## config.mk

```make
export PLATFORM = sky130hd
export DESIGN_NAME = adaptive_pulse_threshold_core
export DESIGN_NICKNAME = d
export VERILOG_FILES = /design/src/hw/rtl/apt_pkg.sv /design/src/hw/rtl/apt_cfg.sv /design/src/hw/rtl/apt_seq.sv /design/src/hw/rtl/apt_dp.sv /design/src/hw/rtl/adaptive_pulse_threshold_core.sv
export SDC_FILE = /design/constraint.sdc
export NUM_CORES = 2
export LEC_CHECK = 0
export BUFFER_PORTS_ARGS = -buffer_cell sky130_fd_sc_hd__buf_2
export CORE_MARGIN = 5
export CORE_UTILIZATION = 30
export DETAILED_ROUTE_END_ITERATION = 12
export GPL_TIMING_DRIVEN = 0
export PLACE_DENSITY_LB_ADDON = 0.15
export SYNTH_ARGS = -nofsm -noshare
export SYNTH_HDL_FRONTEND = slang
export SYNTH_SLANG_ARGS = --single-unit
```

## constraint.sdc

```tcl
create_clock -name clk -period 17.03 [get_ports clk]
set_clock_uncertainty 0.2 [all_clocks]
set_input_delay 0 -clock clk [delete_from_list [all_inputs] [get_ports clk]]
set_output_delay 0 -clock clk [all_outputs]
set_load 0.02 [all_outputs]
```

## src/hw/rtl/apt_pkg.sv

```systemverilog
// Shared types, constants, microcode table and helpers for the adaptive pulse threshold block.
package apt_pkg;

	// Field and datapath widths
	localparam int SAMPLE_W   = 10;
	localparam int Q_W        = 26;
	localparam int FRAC_W     = 16;
	localparam int THR_W      = 10;
	localparam int TIME_W     = 32;
	localparam int RATE_W     = 8;
	localparam int ALPHA_W    = 16;
	localparam int K_W        = 12;
	localparam int RR_W       = 16;
	localparam int CFG_IDX_W  = 3;
	localparam int CFG_DATA_W = 16;
	localparam int STEP_W     = 4;
	localparam int MUL_A_W    = ALPHA_W + 1;
	localparam int MUL_B_W    = Q_W + 1;
	localparam int PROD_W     = MUL_A_W + MUL_B_W;
	localparam int SUM_W      = Q_W + 2;
	localparam int ACC_W      = 39;
	localparam int V_W        = ACC_W - 24;

	localparam logic [Q_W-1:0]   Q16_MAX     = Q_W'(1023 << FRAC_W);
	localparam logic [THR_W-1:0] THR_RESET   = THR_W'(550);

	// Configuration register indexes
	typedef enum logic [CFG_IDX_W-1:0] {
		CFG_BASE_GAIN  = 3'd0,
		CFG_DEV_GAIN   = 3'd1,
		CFG_K_SIGMA    = 3'd2,
		CFG_THR_MIN    = 3'd3,
		CFG_THR_MAX    = 3'd4,
		CFG_MIN_RR     = 3'd5
	} cfg_idx_t;

	typedef struct packed {
		logic [ALPHA_W-1:0] base_gain;
		logic [ALPHA_W-1:0] dev_gain;
		logic [K_W-1:0]     k_sigma;
		logic [THR_W-1:0]   thr_min;
		logic [THR_W-1:0]   thr_max;
		logic [RR_W-1:0]    min_rr;
	} cfg_t;

	// Control word fields
	typedef enum logic [1:0] {
		MUL_NONE,
		MUL_BASE,
		MUL_DEV,
		MUL_K
	} mul_op_t;

	typedef enum logic [2:0] {
		UPD_NONE,
		UPD_BASE,
		UPD_ERR,
		UPD_DEV,
		UPD_THR,
		UPD_SEED,
		UPD_FIN
	} upd_op_t;

	typedef enum logic [1:0] {
		JMP_DISPATCH,
		JMP_NEXT,
		JMP_FIN,
		JMP_DONE
	} jmp_t;

	typedef struct packed {
		mul_op_t mul;
		upd_op_t upd;
		jmp_t    jmp;
	} ctrl_t;

	// Datapath status seen by the sequencer
	typedef struct packed {
		logic seeded;
		logic out_block;
	} status_t;

	localparam logic [STEP_W-1:0] STEP_IDLE = 4'd0;
	localparam logic [STEP_W-1:0] STEP_SEED = 4'd8;
	localparam logic [STEP_W-1:0] STEP_FIN  = 4'd9;

	// Microcode ROM: one control word per step
	function automatic ctrl_t ucode(input logic [STEP_W-1:0] step);
		ctrl_t w;
		w = '{mul: MUL_NONE, upd: UPD_NONE, jmp: JMP_DISPATCH};
		unique case (step)
			4'd0: w = '{mul: MUL_NONE, upd: UPD_NONE, jmp: JMP_DISPATCH};
			4'd1: w = '{mul: MUL_BASE, upd: UPD_NONE, jmp: JMP_NEXT};
			4'd2: w = '{mul: MUL_NONE, upd: UPD_BASE, jmp: JMP_NEXT};
			4'd3: w = '{mul: MUL_NONE, upd: UPD_ERR,  jmp: JMP_NEXT};
			4'd4: w = '{mul: MUL_DEV,  upd: UPD_NONE, jmp: JMP_NEXT};
			4'd5: w = '{mul: MUL_NONE, upd: UPD_DEV,  jmp: JMP_NEXT};
			4'd6: w = '{mul: MUL_K,    upd: UPD_NONE, jmp: JMP_NEXT};
			4'd7: w = '{mul: MUL_NONE, upd: UPD_THR,  jmp: JMP_FIN};
			4'd8: w = '{mul: MUL_NONE, upd: UPD_SEED, jmp: JMP_FIN};
			4'd9: w = '{mul: MUL_NONE, upd: UPD_FIN,  jmp: JMP_DONE};
			default: w = '{mul: MUL_NONE, upd: UPD_NONE, jmp: JMP_FIN};
		endcase
		return w;
	endfunction

	// Threshold clamp; the lower limit is checked first, so with crossed limits a value below it gives the lower limit
	function automatic logic [THR_W-1:0] clamp_thr(input logic [V_W-1:0] v,
		input logic [THR_W-1:0] lo, input logic [THR_W-1:0] hi);
		logic [THR_W-1:0] r;
		if (v < V_W'(lo)) begin
			r = lo;
		end else if (v > V_W'(hi)) begin
			r = hi;
		end else begin
			r = v[THR_W-1:0];
		end
		return r;
	endfunction

endpackage

```

## src/hw/rtl/apt_cfg.sv

```systemverilog
// Configuration register file for the adaptive pulse threshold block.
module apt_cfg (
	input  logic                           clk,
	input  logic                           arst_n,
	input  logic                           cfg_valid,
	output logic                           cfg_ready,
	input  logic [apt_pkg::CFG_IDX_W-1:0]  cfg_index,
	input  logic [apt_pkg::CFG_DATA_W-1:0] cfg_data,
	output apt_pkg::cfg_t                  cfg
);
	import apt_pkg::*;

	cfg_t cfg_q;

	assign cfg_ready = 1'b1;
	assign cfg      = cfg_q;

	// Register writes, one per transaction
	always_ff @(posedge clk or negedge arst_n) begin
		if (!arst_n) begin
			cfg_q.base_gain  <= ALPHA_W'(655);
			cfg_q.dev_gain   <= ALPHA_W'(3277);
			cfg_q.k_sigma    <= K_W'(256);
			cfg_q.thr_min    <= THR_W'(400);
			cfg_q.thr_max    <= THR_W'(900);
			cfg_q.min_rr     <= RR_W'(250);
		end else if (cfg_valid) begin
			unique case (cfg_idx_t'(cfg_index))
				CFG_BASE_GAIN:  cfg_q.base_gain  <= cfg_data[ALPHA_W-1:0];
				CFG_DEV_GAIN:   cfg_q.dev_gain   <= cfg_data[ALPHA_W-1:0];
				CFG_K_SIGMA:    cfg_q.k_sigma    <= cfg_data[K_W-1:0];
				CFG_THR_MIN:    cfg_q.thr_min    <= cfg_data[THR_W-1:0];
				CFG_THR_MAX:    cfg_q.thr_max    <= cfg_data[THR_W-1:0];
				CFG_MIN_RR:     cfg_q.min_rr     <= cfg_data[RR_W-1:0];
				default: ;
			endcase
		end
	end

endmodule

```

## src/hw/rtl/apt_seq.sv

```systemverilog
// Microcode sequencer: step counter, control ROM and jump logic.
module apt_seq (
	input  logic             clk,
	input  logic             arst_n,
	input  logic             in_valid,
	input  logic             new_sample,
	input  apt_pkg::status_t status,
	output logic             in_ready,
	output apt_pkg::ctrl_t   ctrl
);
	import apt_pkg::*;

	logic [STEP_W-1:0] step_q;
	logic [STEP_W-1:0] step_d;

	assign ctrl     = ucode(step_q);
	assign in_ready = (ctrl.jmp == JMP_DISPATCH);

	// Next step
	always_comb begin
		step_d = step_q;
		unique case (ctrl.jmp)
			JMP_DISPATCH: begin
				priority if (!in_valid) step_d = step_q;
				else if (!new_sample)   step_d = STEP_FIN;
				else if (!status.seeded) step_d = STEP_SEED;
				else                    step_d = step_q + STEP_W'(1);
			end
			JMP_NEXT: step_d = step_q + STEP_W'(1);
			JMP_FIN:  step_d = STEP_FIN;
			JMP_DONE: step_d = status.out_block ? step_q : STEP_IDLE;
		endcase
	end

	always_ff @(posedge clk or negedge arst_n) begin
		if (!arst_n) begin
			step_q <= STEP_IDLE;
		end else begin
			step_q <= step_d;
		end
	end

`ifndef SYNTH
	// No item accepted means the sequencer stays idle
	a_idle_hold: assert property (@(posedge clk) disable iff (!arst_n)
		(step_q == STEP_IDLE && !in_valid) |=> (step_q == STEP_IDLE))
		else $error("sequencer left idle without a transaction");
	// A finished item holds the final step while the output is blocked
	a_fin_hold: assert property (@(posedge clk) disable iff (!arst_n)
		(step_q == STEP_FIN && status.out_block) |=> (step_q == STEP_FIN))
		else $error("final step left while output blocked");
`endif

endmodule

```

## src/hw/rtl/apt_dp.sv

```systemverilog
// Datapath: shared multiplier, averages, threshold, beat gate and output register.
module apt_dp (
	input  logic                         clk,
	input  logic                         arst_n,
	input  apt_pkg::ctrl_t               ctrl,
	input  apt_pkg::cfg_t                cfg,
	input  logic                         in_accept,
	input  logic [apt_pkg::SAMPLE_W-1:0] sample,
	input  logic                         beat_start,
	input  logic [apt_pkg::RATE_W-1:0]   beat_rate_in,
	input  logic [apt_pkg::TIME_W-1:0]   now_ms,
	input  logic                         out_ready,
	output apt_pkg::status_t             status,
	output logic                         out_valid,
	output logic [apt_pkg::THR_W-1:0]    threshold,
	output logic                         beat_valid,
	output logic [apt_pkg::RATE_W-1:0]   beat_rate_out,
	output logic [apt_pkg::TIME_W-1:0]   beat_time_ms
);
	import apt_pkg::*;

	// Latched transaction
	logic [SAMPLE_W-1:0] sample_q;
	logic                beat_q;
	logic [RATE_W-1:0]   rate_q;
	logic [TIME_W-1:0]   now_q;

	// Filter state
	logic                seeded_q;
	logic [Q_W-1:0]      baseline_q;
	logic [Q_W-1:0]      dev_q;
	logic [Q_W-1:0]      err_q;
	logic [THR_W-1:0]    thr_q;
	logic [TIME_W-1:0]   last_beat_q;
	logic signed [PROD_W-1:0] prod_q;

	// Output register
	logic                out_valid_q;
	logic [THR_W-1:0]    out_thr_q;
	logic                out_beat_q;
	logic [RATE_W-1:0]   out_rate_q;
	logic [TIME_W-1:0]   out_time_q;

	logic [Q_W-1:0]             s_full;
	logic signed [MUL_A_W-1:0]  mul_a;
	logic signed [MUL_B_W-1:0]  mul_b;
	logic signed [PROD_W-1:0]   prod;
	logic [Q_W-1:0]             avg_sel;
	logic signed [SUM_W-1:0]    ema_sum;
	logic [Q_W-1:0]             ema_new;
	logic [Q_W-1:0]             err_new;
	logic [ACC_W-1:0]           acc;
	logic [TIME_W-1:0]          elapsed;
	logic                       beat_ok;
	logic                       out_block;
	logic                       fin_go;

	assign s_full = {sample_q, FRAC_W'(0)};

	// Shared multiplier operand select
	always_comb begin
		mul_a = '0;
		mul_b = '0;
		unique case (ctrl.mul)
			MUL_NONE: begin
				mul_a = '0;
				mul_b = '0;
			end
			MUL_BASE: begin
				mul_a = $signed({1'b0, cfg.base_gain});
				mul_b = $signed({1'b0, s_full}) - $signed({1'b0, baseline_q});
			end
			MUL_DEV: begin
				mul_a = $signed({1'b0, cfg.dev_gain});
				mul_b = $signed({1'b0, err_q}) - $signed({1'b0, dev_q});
			end
			MUL_K: begin
				mul_a = $signed(MUL_A_W'(cfg.k_sigma));
				mul_b = $signed({1'b0, dev_q});
			end
		endcase
	end

	assign prod = mul_a * mul_b;

	// Average update: avg + floor(prod / 2^16), held to the Q10.16 range
	assign avg_sel = (ctrl.upd == UPD_DEV) ? dev_q : baseline_q;
	assign ema_sum = $signed({2'b00, avg_sel}) + $signed(prod_q[PROD_W-1:FRAC_W]);

	always_comb begin
		if (ema_sum[SUM_W-1]) begin
			ema_new = '0;
		end else if (ema_sum[SUM_W-2:0] > {1'b0, Q16_MAX}) begin
			ema_new = Q16_MAX;
		end else begin
			ema_new = ema_sum[Q_W-1:0];
		end
	end

	// Absolute error against the updated baseline
	assign err_new = (s_full >= baseline_q) ? (s_full - baseline_q) : (baseline_q - s_full);

	// Threshold accumulator: baseline * 2^8 + k * deviation
	assign acc = ACC_W'({baseline_q, 8'b0}) + prod_q[ACC_W-1:0];

	// Refractory gate; a stored time of zero means no beat yet
	assign elapsed = now_q - last_beat_q;
	assign beat_ok = beat_q && !((last_beat_q != '0) && (elapsed < TIME_W'(cfg.min_rr)));

	assign out_block = out_valid_q && !out_ready;
	assign fin_go    = (ctrl.upd == UPD_FIN) && !out_block;

	assign status = '{seeded: seeded_q, out_block: out_block};

	// Transaction fields
	always_ff @(posedge clk) begin
		if (in_accept) begin
			sample_q <= sample;
			beat_q   <= beat_start;
			rate_q   <= beat_rate_in;
			now_q    <= now_ms;
		end
	end

	// Product register
	always_ff @(posedge clk) begin
		if (ctrl.mul != MUL_NONE) begin
			prod_q <= prod;
		end
	end

	// Scratch error register
	always_ff @(posedge clk) begin
		if (ctrl.upd == UPD_ERR) begin
			err_q <= err_new;
		end
	end

	// Filter state updates
	always_ff @(posedge clk or negedge arst_n) begin
		if (!arst_n) begin
			seeded_q    <= 1'b0;
			baseline_q  <= '0;
			dev_q       <= '0;
			thr_q       <= THR_RESET;
			last_beat_q <= '0;
		end else begin
			unique case (ctrl.upd)
				UPD_BASE: baseline_q <= ema_new;
				UPD_DEV:  dev_q      <= ema_new;
				UPD_THR:  thr_q      <= clamp_thr(acc[ACC_W-1:ACC_W-V_W],
					cfg.thr_min, cfg.thr_max);
				UPD_SEED: begin
					seeded_q   <= 1'b1;
					baseline_q <= s_full;
					dev_q      <= '0;
					thr_q      <= clamp_thr(V_W'(sample_q), cfg.thr_min, cfg.thr_max);
				end
				UPD_FIN: begin
					if (fin_go && beat_ok) begin
						last_beat_q <= now_q;
					end
				end
				default: ;
			endcase
		end
	end

	// Output register
	always_ff @(posedge clk or negedge arst_n) begin
		if (!arst_n) begin
			out_valid_q <= 1'b0;
		end else if (fin_go) begin
			out_valid_q <= 1'b1;
		end else if (out_ready) begin
			out_valid_q <= 1'b0;
		end
	end

	always_ff @(posedge clk) begin
		if (fin_go) begin
			out_thr_q  <= thr_q;
			out_beat_q <= beat_ok;
			out_rate_q <= beat_ok ? rate_q : '0;
			out_time_q <= beat_ok ? now_q : '0;
		end
	end

	assign out_valid     = out_valid_q;
	assign threshold     = out_thr_q;
	assign beat_valid    = out_beat_q;
	assign beat_rate_out = out_rate_q;
	assign beat_time_ms  = out_time_q;

`ifndef SYNTH
	// Averages stay in the Q10.16 sample range
	a_base_range: assert property (@(posedge clk) disable iff (!arst_n)
		baseline_q <= Q16_MAX)
		else $error("baseline out of range");
	a_dev_range: assert property (@(posedge clk) disable iff (!arst_n)
		dev_q <= Q16_MAX)
		else $error("deviation out of range");
	// Seeding happens only through the seed step
	a_seed_src: assert property (@(posedge clk) disable iff (!arst_n)
		(!seeded_q && ctrl.upd != UPD_SEED) |=> !seeded_q)
		else $error("seeded set outside seed step");
`endif

endmodule

```

## src/hw/rtl/adaptive_pulse_threshold_core.sv

```systemverilog
// Top level of the adaptive pulse threshold block.
//
// Usage: one input transaction per sensor tick on in_valid/in_ready, one result
// transaction per input on out_valid/out_ready, registers on cfg_valid/cfg_ready
// (cfg_ready is always high; write only while the block is idle).
// A fresh sample (new_sample = 1) updates the baseline and deviation averages
// and the clamped threshold; the beat gate applies the refractory interval.
// Each item runs a short microprogram over one shared 17x27 multiplier:
//   stale sample        : final step only
//   first fresh sample  : seed step, then final step
//   later fresh samples : three multiplies, each followed by its update, then final step
// The next item is accepted the cycle after the result is registered, so the
// block takes no new sample before it is through with the last one.
// Results sit in an output register; while the receiver stalls, one more item
// may be accepted and run up to its final step, where it holds, and no further
// input is taken until that register can be loaded.
// Reset clears the configuration to defaults, unseeds the filter, sets the
// threshold to 550 and forgets the last beat time.
module adaptive_pulse_threshold_core (
	input  logic                           clk,
	input  logic                           arst_n,
	input  logic                           cfg_valid,
	output logic                           cfg_ready,
	input  logic [apt_pkg::CFG_IDX_W-1:0]  cfg_index,
	input  logic [apt_pkg::CFG_DATA_W-1:0] cfg_data,
	input  logic                           in_valid,
	output logic                           in_ready,
	input  logic                           new_sample,
	input  logic [apt_pkg::SAMPLE_W-1:0]   sample,
	input  logic                           beat_start,
	input  logic [apt_pkg::RATE_W-1:0]     beat_rate_in,
	input  logic [apt_pkg::TIME_W-1:0]     now_ms,
	output logic                           out_valid,
	input  logic                           out_ready,
	output logic [apt_pkg::THR_W-1:0]      threshold,
	output logic                           beat_valid,
	output logic [apt_pkg::RATE_W-1:0]     beat_rate_out,
	output logic [apt_pkg::TIME_W-1:0]     beat_time_ms
);
	import apt_pkg::*;

	cfg_t    cfg;
	ctrl_t   ctrl;
	status_t status;
	logic    in_accept;

	assign in_accept = in_valid && in_ready;

	apt_cfg u_cfg (
		.clk       (clk),
		.arst_n    (arst_n),
		.cfg_valid (cfg_valid),
		.cfg_ready (cfg_ready),
		.cfg_index (cfg_index),
		.cfg_data  (cfg_data),
		.cfg       (cfg)
	);

	apt_seq u_seq (
		.clk        (clk),
		.arst_n     (arst_n),
		.in_valid   (in_valid),
		.new_sample (new_sample),
		.status     (status),
		.in_ready   (in_ready),
		.ctrl       (ctrl)
	);

	apt_dp u_dp (
		.clk           (clk),
		.arst_n        (arst_n),
		.ctrl          (ctrl),
		.cfg           (cfg),
		.in_accept     (in_accept),
		.sample        (sample),
		.beat_start    (beat_start),
		.beat_rate_in  (beat_rate_in),
		.now_ms        (now_ms),
		.out_ready     (out_ready),
		.status        (status),
		.out_valid     (out_valid),
		.threshold     (threshold),
		.beat_valid    (beat_valid),
		.beat_rate_out (beat_rate_out),
		.beat_time_ms  (beat_time_ms)
	);

`ifndef SYNTH
	// Only one item in flight: no acceptance while a result is being produced
	a_one_item: assert property (@(posedge clk) disable iff (!arst_n)
		in_accept |=> !in_ready)
		else $error("input accepted while an item is in flight");
`endif

endmodule

```

; ---- Word level (Yosys, flattened, before mapping)
; Memories as Yosys holds them, arrays and structs flattened.
; Cells that the tools add are included.
[word_totals]
ff_bits = 352
mem_bits_ro = 112
out_inout_bits = 54
word_cells = 105
n_memories = 1
[mem_list]
columns = name, depth, width, rd, rd_ports_with_merged_regs, wr, line_no
row1 = (name not given), 16, 7, 1, 0, 0, apt_pkg.sv:91  ; unique case (step)
[classes]
addsub = 8
n_mul = 1
n_lt_le_gt_ge = 7
n_eq_ne = 19
muxes = 20
n_reduce_logical = 26
[op_table]
columns = operator, count
row1 = case mux 27 bit (4 select lines), 1
row2 = two-way mux 26 bit, 4
row3 = case mux 26 bit (2 select lines), 2
row4 = case mux 17 bit (4 select lines), 1
row5 = subtractor 26 x 26 -> 27 bit, 2
row6 = subtractor 26 bit, 2
row7 = multiplier 17 x 27 -> 44 bit, 1
row8 = two-way mux 10 bit, 4
row9 = adder 34 x 39 -> 39 bit, 1
row10 = less-than comparator 32 x 16 -> 1 bit, 1
row11 = nonzero test 32 bit, 1
row12 = subtractor 32 bit, 1
row13 = adder 27 x 28 -> 28 bit, 1
row14 = "> comparator 27 x 26 -> 1 bit, second input constant", 1
row15 = greater-or-equal comparator 26 bit, 1
row16 = case mux 10 bit (2 select lines), 1
row17 = two-way mux 4 bit, 4
row18 = case mux 4 bit (4 select lines), 1
row19 = AND reduction 2 bit, 8
row20 = "equality test 3 bit, second input constant", 5
row21 = > comparator 15 x 10 -> 1 bit, 1
row22 = less-than comparator 15 x 10 -> 1 bit, 1
row23 = "equality test 3 x 2 -> 1 bit, second input constant", 4
row24 = > comparator 10 bit, 1
row25 = other kinds (12), 31

; ---- Longest topological paths before layout
; An unclocked memory read counts as a cell.
[logic_depth]
ltp_word = 8
ltp_mapped = 39
mapped_depth_nobuf = 38

; ---- Modules after synthesis
; A second synthesis with hierarchy kept.
[hier_totals]
cells_unflattened = 4014
hier_area_um2 = 37991.4
[modules_own_cells]
columns = mod, n_inst, cells_per_inst, area_each_um2, seq_area_each_um2
row1 = apt_dp, 1, 3779, 34388.0, 7332.0
row2 = apt_cfg, 1, 175, 3080.5, 2035.7
row3 = apt_seq, 1, 59, 516.7, 100.1
row4 = adaptive_pulse_threshold_core, 1, 1, 6.3, 0.0

; ---- Worst setup path after synthesis
; OpenSTA, ideal clock, no wires.
[synth_timing]
path_type = reg-to-reg
from = reg u_dp.err_q[0]
to = reg u_dp.prod_q[31] (data pin)
setup_time_ns = 0.259
t_arrival_ns = 8.787
required_ns = 16.571
setup_slack_ns = 7.784
path_stages_with_launch = 38
period_less_slack_ns = 9.246
path_cell_list = edfxtp_1 -> inv_1 -> ha_1 -> inv_1 -> fa_1 -> a21o_1 -> a21oi_1 -> o21ai_0 -> nor2b_1 -> a2111oi_0 -> o21bai_1 -> a21o_1 -> a21oi_1 -> xor2_1 -> o221ai_1 -> clkbuf_1 -> nand2_1 -> fa_1 -> [2 not listed] -> inv_1 -> fa_1 -> fa_1 -> inv_1 -> fa_1 -> inv_1 -> ha_1 -> and4_1 -> nand2_1 -> o2111ai_1 -> o21a_1 -> a31o_2 -> a21oi_1 -> o21bai_1 -> a21o_1 -> a21o_1 -> a21o_1 -> xor2_1
[synth_between]
elab_chain_len = 3
[synth_rtl]
columns = element, line_no
row1 = "start, declared", apt_dp.sv:32  ; logic [Q_W-1:0] err_q;
row2 = "start signal, assigned", apt_dp.sv:135  ; err_q <= err_new;
row3 = subtractor 26 x 26 -> 27 bit, apt_dp.sv:75  ; mul_b = $signed({1'b0, err_q}) - $signed({1'b0, dev_q});
row4 = case mux 27 bit (4 select lines), apt_dp.sv:64  ; unique case (ctrl.mul)
row5 = multiplier 17 x 27 -> 44 bit, apt_dp.sv:84  ; assign prod = mul_a * mul_b;
row6 = net u_dp.prod[31], apt_dp.sv:47  ; logic signed [PROD_W-1:0] prod;
row7 = "end signal, assigned", apt_dp.sv:128  ; prod_q <= prod;
row8 = "end, declared", apt_dp.sv:35  ; logic signed [PROD_W-1:0] prod_q;
; The timed path passes the listed nets, and every way through them passes these cells.
; A chain may end at the register's enable or synchronous reset.

; ---- Worst setup path after layout
[layout_timing]
from = reg u_dp.dev_q[0]
to = reg u_dp.prod_q[34] (data pin)
[layout_between]
elab_chain_len = 3
[layout_rtl]
columns = element, line_no
row1 = "start, declared", apt_dp.sv:31  ; logic [Q_W-1:0] dev_q;
row2 = "start signal, assigned", apt_dp.sv:150  ; UPD_DEV: dev_q <= ema_new;
row3 = subtractor 26 x 26 -> 27 bit, apt_dp.sv:75
row4 = case mux 27 bit (4 select lines) *, apt_dp.sv:64
row5 = multiplier 17 x 27 -> 44 bit *, apt_dp.sv:84
row6 = net u_dp.prod[34], apt_dp.sv:47
; Mark *: on every way through the listed nets, which the timed path passes. The rest lies on a longest branch.

==> metrics.md <==
| Metric | Value |
|---|---|
| CP bufs+invs | `5` |
| Area of the mapped netlist | `36740 um^2` |
| Delay of the slowest cell on the worst path | `900 ps` |
| Root buffer cell | `sky130_fd_sc_hd__clkbuf_16` |
| Max transition margin | `16.06%` |
| Layout filler cell count | `12710` |
| Starting density of the core | `30.18%` |
| Power density relative to cell area | `190.8 nW/um^2` |
| GRT Overall Usage | `19.57%` |
| Top cell by count, worst path | `sky130_fd_sc_hd__fa_1` |
| Cell leakage power | `0.01937 uW` |
| Die Span Y | `359.9 um` |
| Max_cap viols | `0` |
| Synth warnings | `0` |
| Min-Delay Path Class | `in -> reg` |
| Count of cells resized by post-cts repair | `0` |
| Slew at the pin closest to its max-slew limit | `1251 ps` |
| TritonCTS clock tree | `yes` |
| Commonest cells in the netlist | `sky130_fd_sc_hd__inv_1 (641), sky130_fd_sc_hd__nand2_1 (461), sky130_fd_sc_hd__fa_1 (421)` |
| Beginning of the critical path | `u_dp.dev_q[0]$_DFFE_PN0P_` |
| Gp weighted congestion | `0.8701` |
| Synth async-reset ratio | `52.33%` |
| Number of iterations in the first detailed-routing pass | `7` |
| Crit path to | `u_dp.prod_q[34]$_DFFE_PP_` |
| Via count of the first global-routing pass | `30220` |
| Detailed-route DRC error count | `0` |
| Number of placement rows | `128` |
| Die Width | `359.9 um` |
| Setup repair after global routing missed its margin | `no` |
| Length in cells of the worst reg-to-reg path | `36` |
| Placeable Area | `121700 um^2` |
| Area leader, netlist | `sky130_fd_sc_hd__fa_1` |
| Setup-violating endpoint count in the final report | `0` |
| WP data required | `17150 ps` |
| Number of distinct library cells after synthesis | `88` |
| First-pass GRT wire length | `194.9 mm` |
| Number of enable flip-flop cells after synthesis | `164` |
| Leading cell types by total area after synthesis | `sky130_fd_sc_hd__fa_1 (23%), sky130_fd_sc_hd__edfxtp_1 (13%), sky130_fd_sc_hd__dfrtp_1 (10%)` |
| Number of levels the H-tree was split into | `2` |
| Wire length per cell | `21.57 um` |
| Category of cells accounting for the largest share of critical-path delay | `compound AO/OA/AOI/OAI gates` |
| Most common cell in the synthesized netlist | `sky130_fd_sc_hd__inv_1` |
| Highest clock frequency the design can meet | `84.38 MHz` |
| Endpoints failing hold | `0` |
| Average footprint of a synthesized cell | `9.345 um^2` |
| Total I/O pin count | `130` |
| Proportion of synthesized chip area in sequential cells | `25.77%` |
| Worst EP arrival | `11970 ps` |
| Count of cell instances traversed by the critical path | `36` |
| Worst path slowest cell | `sky130_fd_sc_hd__o221ai_1` |
| Largest net degree at the start of global routing | `95` |
| Number of DRC markers in iteration 0 | `2046` |
| HPWL after DPL | `103.8 mm` |
| Type of the setup path with the least slack | `reg -> reg` |
| TritonCTS buffer count | `40` |
| Aggregate global routing overflow | `0` |
| Antenna violations before repair | `5` |
| Final core utilization | `34.84%` |
| Worst reg-to-reg setup slack | `5180 ps` |
| Gate count of the mapped netlist | `3931` |
| Capturing point of the worst reg2reg path | `u_dp.prod_q[34]$_DFFE_PP_` |
| R2r startpoint | `u_dp.dev_q[0]$_DFFE_PN0P_` |
| Type of element capturing the critical path | `flop` |
| Clock tree sinks | `344` |
| Area share of the largest cell type after synthesis | `22.94%` |
| Number of buffer cells added on primary ports | `126` |
| Final #Nets | `5044` |
| Total Power | `8092 uW` |
| IR drop worst, VDD | `0.08925 mV` |
| Final period utilization | `69.59%` |
| Leading register cell type out of synthesis | `sky130_fd_sc_hd__edfxtp_1` |
| Result of the run | `finished clean` |
| Max Root-Sink Buffers | `3` |
| Via density per instance | `4.929` |
| Clock latency at the later pin of the worst-skew pair | `590 ps` |
| Wire length reported by the detailed router | `127.6 mm` |
| Final Max Slew Viols | `0` |
| Post-route setup TNS | `0 ps` |
| Nature of the critical path startpoint | `flop` |
| Shortest period the worst path allows | `11850 ps` |
| Area growth, synth to finish | `15.45%` |
| Worst hold slack across all endpoints | `91.24 ps` |
| Number of register bits inferred by synthesis | `344` |
| Proportion of layout cells with a drive suffix above 1 | `8.442%` |
| Clock-pin transition on the worst setup and hold timing paths | `70 ps` |
| Via count of the routed design | `29150` |
| Die outline area | `129600 um^2` |
| Post-synthesis net count | `4719` |
| Worst-path fanout max | `10` |
| Routed Antenna Nets | `0` |
[state kept, by name, indices dropped and copies added, names as in the netlist]
signal / cells
u_seq.step_q: 4
u_dp.now_q: 32
u_dp.dev_q: 26
u_dp.err_q: 26
u_dp.seeded_q: 1
u_dp.threshold: 10
u_dp.baseline_q: 26
u_dp.beat_rate_out: 8
u_cfg.cfg: 80
u_dp.beat_time_ms: 32
u_dp.out_valid: 1
u_dp.beat_q: 1
u_dp.last_beat_q: 32
u_dp.thr_q: 10
u_dp.beat_valid: 1
u_dp.sample_q: 10
u_dp.prod_q: 36
u_dp.rate_q: 8
[area by class of cell]
class / count / area, um^2 / share of cell area, %
Multi-Input combinational cell: 2799 / 24290 / 57.27
Sequential cell: 344 / 9468 / 22.32
Inverter: 641 / 2406 / 5.673
Timing Repair Buffer: 283 / 2238 / 5.278
Tap cell: 1625 / 2033 / 4.794
Clock buffer: 53 / 1091 / 2.573
Buffer: 147 / 605.6 / 1.428
Clock inverter: 21 / 277.8 / 0.6550
Antenna cell: 1 / 2.502 / 0.005901
[metrics by stage]
stage / setup slack [ps] / area [um^2] / std cells
2_1_floorplan: 7784 / 36740 / 3931
3_3_place_gp: 4762 / 39400 / 5682
3_5_place_dp: 5193 / 39580 / 5695
4_1_cts: 5161 / 42400 / 5912
5_1_grt: 4680 / 42410 / 5913
6_report: 5180 / 42410 / 5914
[worst register-to-register path: cells and delay by family, from the launching register on]
kind | cells | cell delay [ps]
AOI/OAI and AO/OA | 14 | 4350
DFF | 1 | 450
adders and majority gates | 9 | 4120
buffers and inverters | 5 | 800
and+or+nand+nor | 6 | 1160
xor gates and xnor gates | 2 | 520
[worst min-delay path by stage]
stage / endpoint / start / cells past startpoint / slack [ps]
after CTS: u_cfg.cfg[79]$_DFFE_PN0P_ / cfg_data[15] / 3 / 70
final: u_cfg.cfg[79]$_DFFE_PN0P_ / cfg_data[15] / 3 / 90
after global routing: u_cfg.cfg[63]$_DFFE_PN0P_ / cfg_data[15] / 3 / 100
after floorplan: u_cfg.cfg[0]$_DFFE_PN0P_ / arst_n / 0 / -500
after global placement: u_dp.rate_q[6]$_DFFE_PP_ / beat_rate_in[6] / 1 / -20
after detailed placement: u_dp.thr_q[8]$_DFFE_PN0P_ / arst_n / 1 / -120
[cells in the final DEF (no fill, tap or decap), types with 11 or more instances in the layout]
cell type and count:
sky130_fd_sc_hd__inv_1 641, sky130_fd_sc_hd__nand2_1 461, sky130_fd_sc_hd__fa_1 421, sky130_fd_sc_hd__ha_1 291, sky130_fd_sc_hd__nor2_1 278, sky130_fd_sc_hd__a21oi_1 182
sky130_fd_sc_hd__edfxtp_1 164, sky130_fd_sc_hd__dfrtp_1 149, sky130_fd_sc_hd__dlygate4sd3_1 142, sky130_fd_sc_hd__clkbuf_1 138, sky130_fd_sc_hd__buf_2 135, sky130_fd_sc_hd__o21ai_0 133
sky130_fd_sc_hd__xnor2_1 83, sky130_fd_sc_hd__a21o_1 75, sky130_fd_sc_hd__mux2_2 74, sky130_fd_sc_hd__nand3_1 72, sky130_fd_sc_hd__and2_1 67, sky130_fd_sc_hd__xor2_1 59
sky130_fd_sc_hd__nor3_1 53, sky130_fd_sc_hd__o21a_1 45, sky130_fd_sc_hd__clkbuf_16 41, sky130_fd_sc_hd__nor2b_1 32, sky130_fd_sc_hd__dfstp_2 31, sky130_fd_sc_hd__o21ai_1 30
sky130_fd_sc_hd__mux2i_1 30, sky130_fd_sc_hd__and3_1 29, sky130_fd_sc_hd__nand4_1 26, sky130_fd_sc_hd__a22oi_1 24, sky130_fd_sc_hd__a221oi_1 23, sky130_fd_sc_hd__a211oi_1 22
sky130_fd_sc_hd__a31oi_1 19, sky130_fd_sc_hd__nand2b_1 19, sky130_fd_sc_hd__o31ai_1 18, sky130_fd_sc_hd__or3_1 18, sky130_fd_sc_hd__a22o_1 16, sky130_fd_sc_hd__nor4_1 14
sky130_fd_sc_hd__o22ai_1 14, sky130_fd_sc_hd__or2_2 13, sky130_fd_sc_hd__o211ai_1 11, sky130_fd_sc_hd__o21bai_1 11
[power breakdown]
group	total, uW	switching, uW	leakage (uW)	internal [uW]
combinational	5650	3660	0.0150	1990
clock	924	391	0.000664	533
sequential	1520	248	0.00369	1270
[cell families (layout without fill, tap and decap cells)]
| family | Yosys count | after routing | share of synthesized area (%) |
|---|---|---|---|
| AOI/OAI and AO/OA | 715 | 715 | 12.72 |
| DFF | 344 | 344 | 25.77 |
| xor gates and xnor gates | 142 | 142 | 3.386 |
| and+or+nand+nor | 1123 | 1123 | 13.90 |
| buffers and inverters | 788 | 1145 | 8.188 |
| other | 1 | 2 | 0.01021 |
| adders and majority gates | 712 | 712 | 32.85 |
| muxes | 106 | 106 | 3.168 |
[timing repair]
item                      CTS  global route
setup buffers               0             0
hold endpoints to repair  321             0
hold buffers              143             0
[routing by layer]
| layer | up-vias | track usage, % | part of all wire (%) |
|---|---|---|---|
| met5 | - | 0 | 0 |
| met4 | 0 | 4.367 | 2.5 |
| met3 | 142 | 2.152 | 4.3 |
| met2 | 697 | 32.95 | 47 |
| met1 | 14620 | 27.23 | 46 |
| li1 | 13690 | - | - |
(Power assumes the default switching activity.)
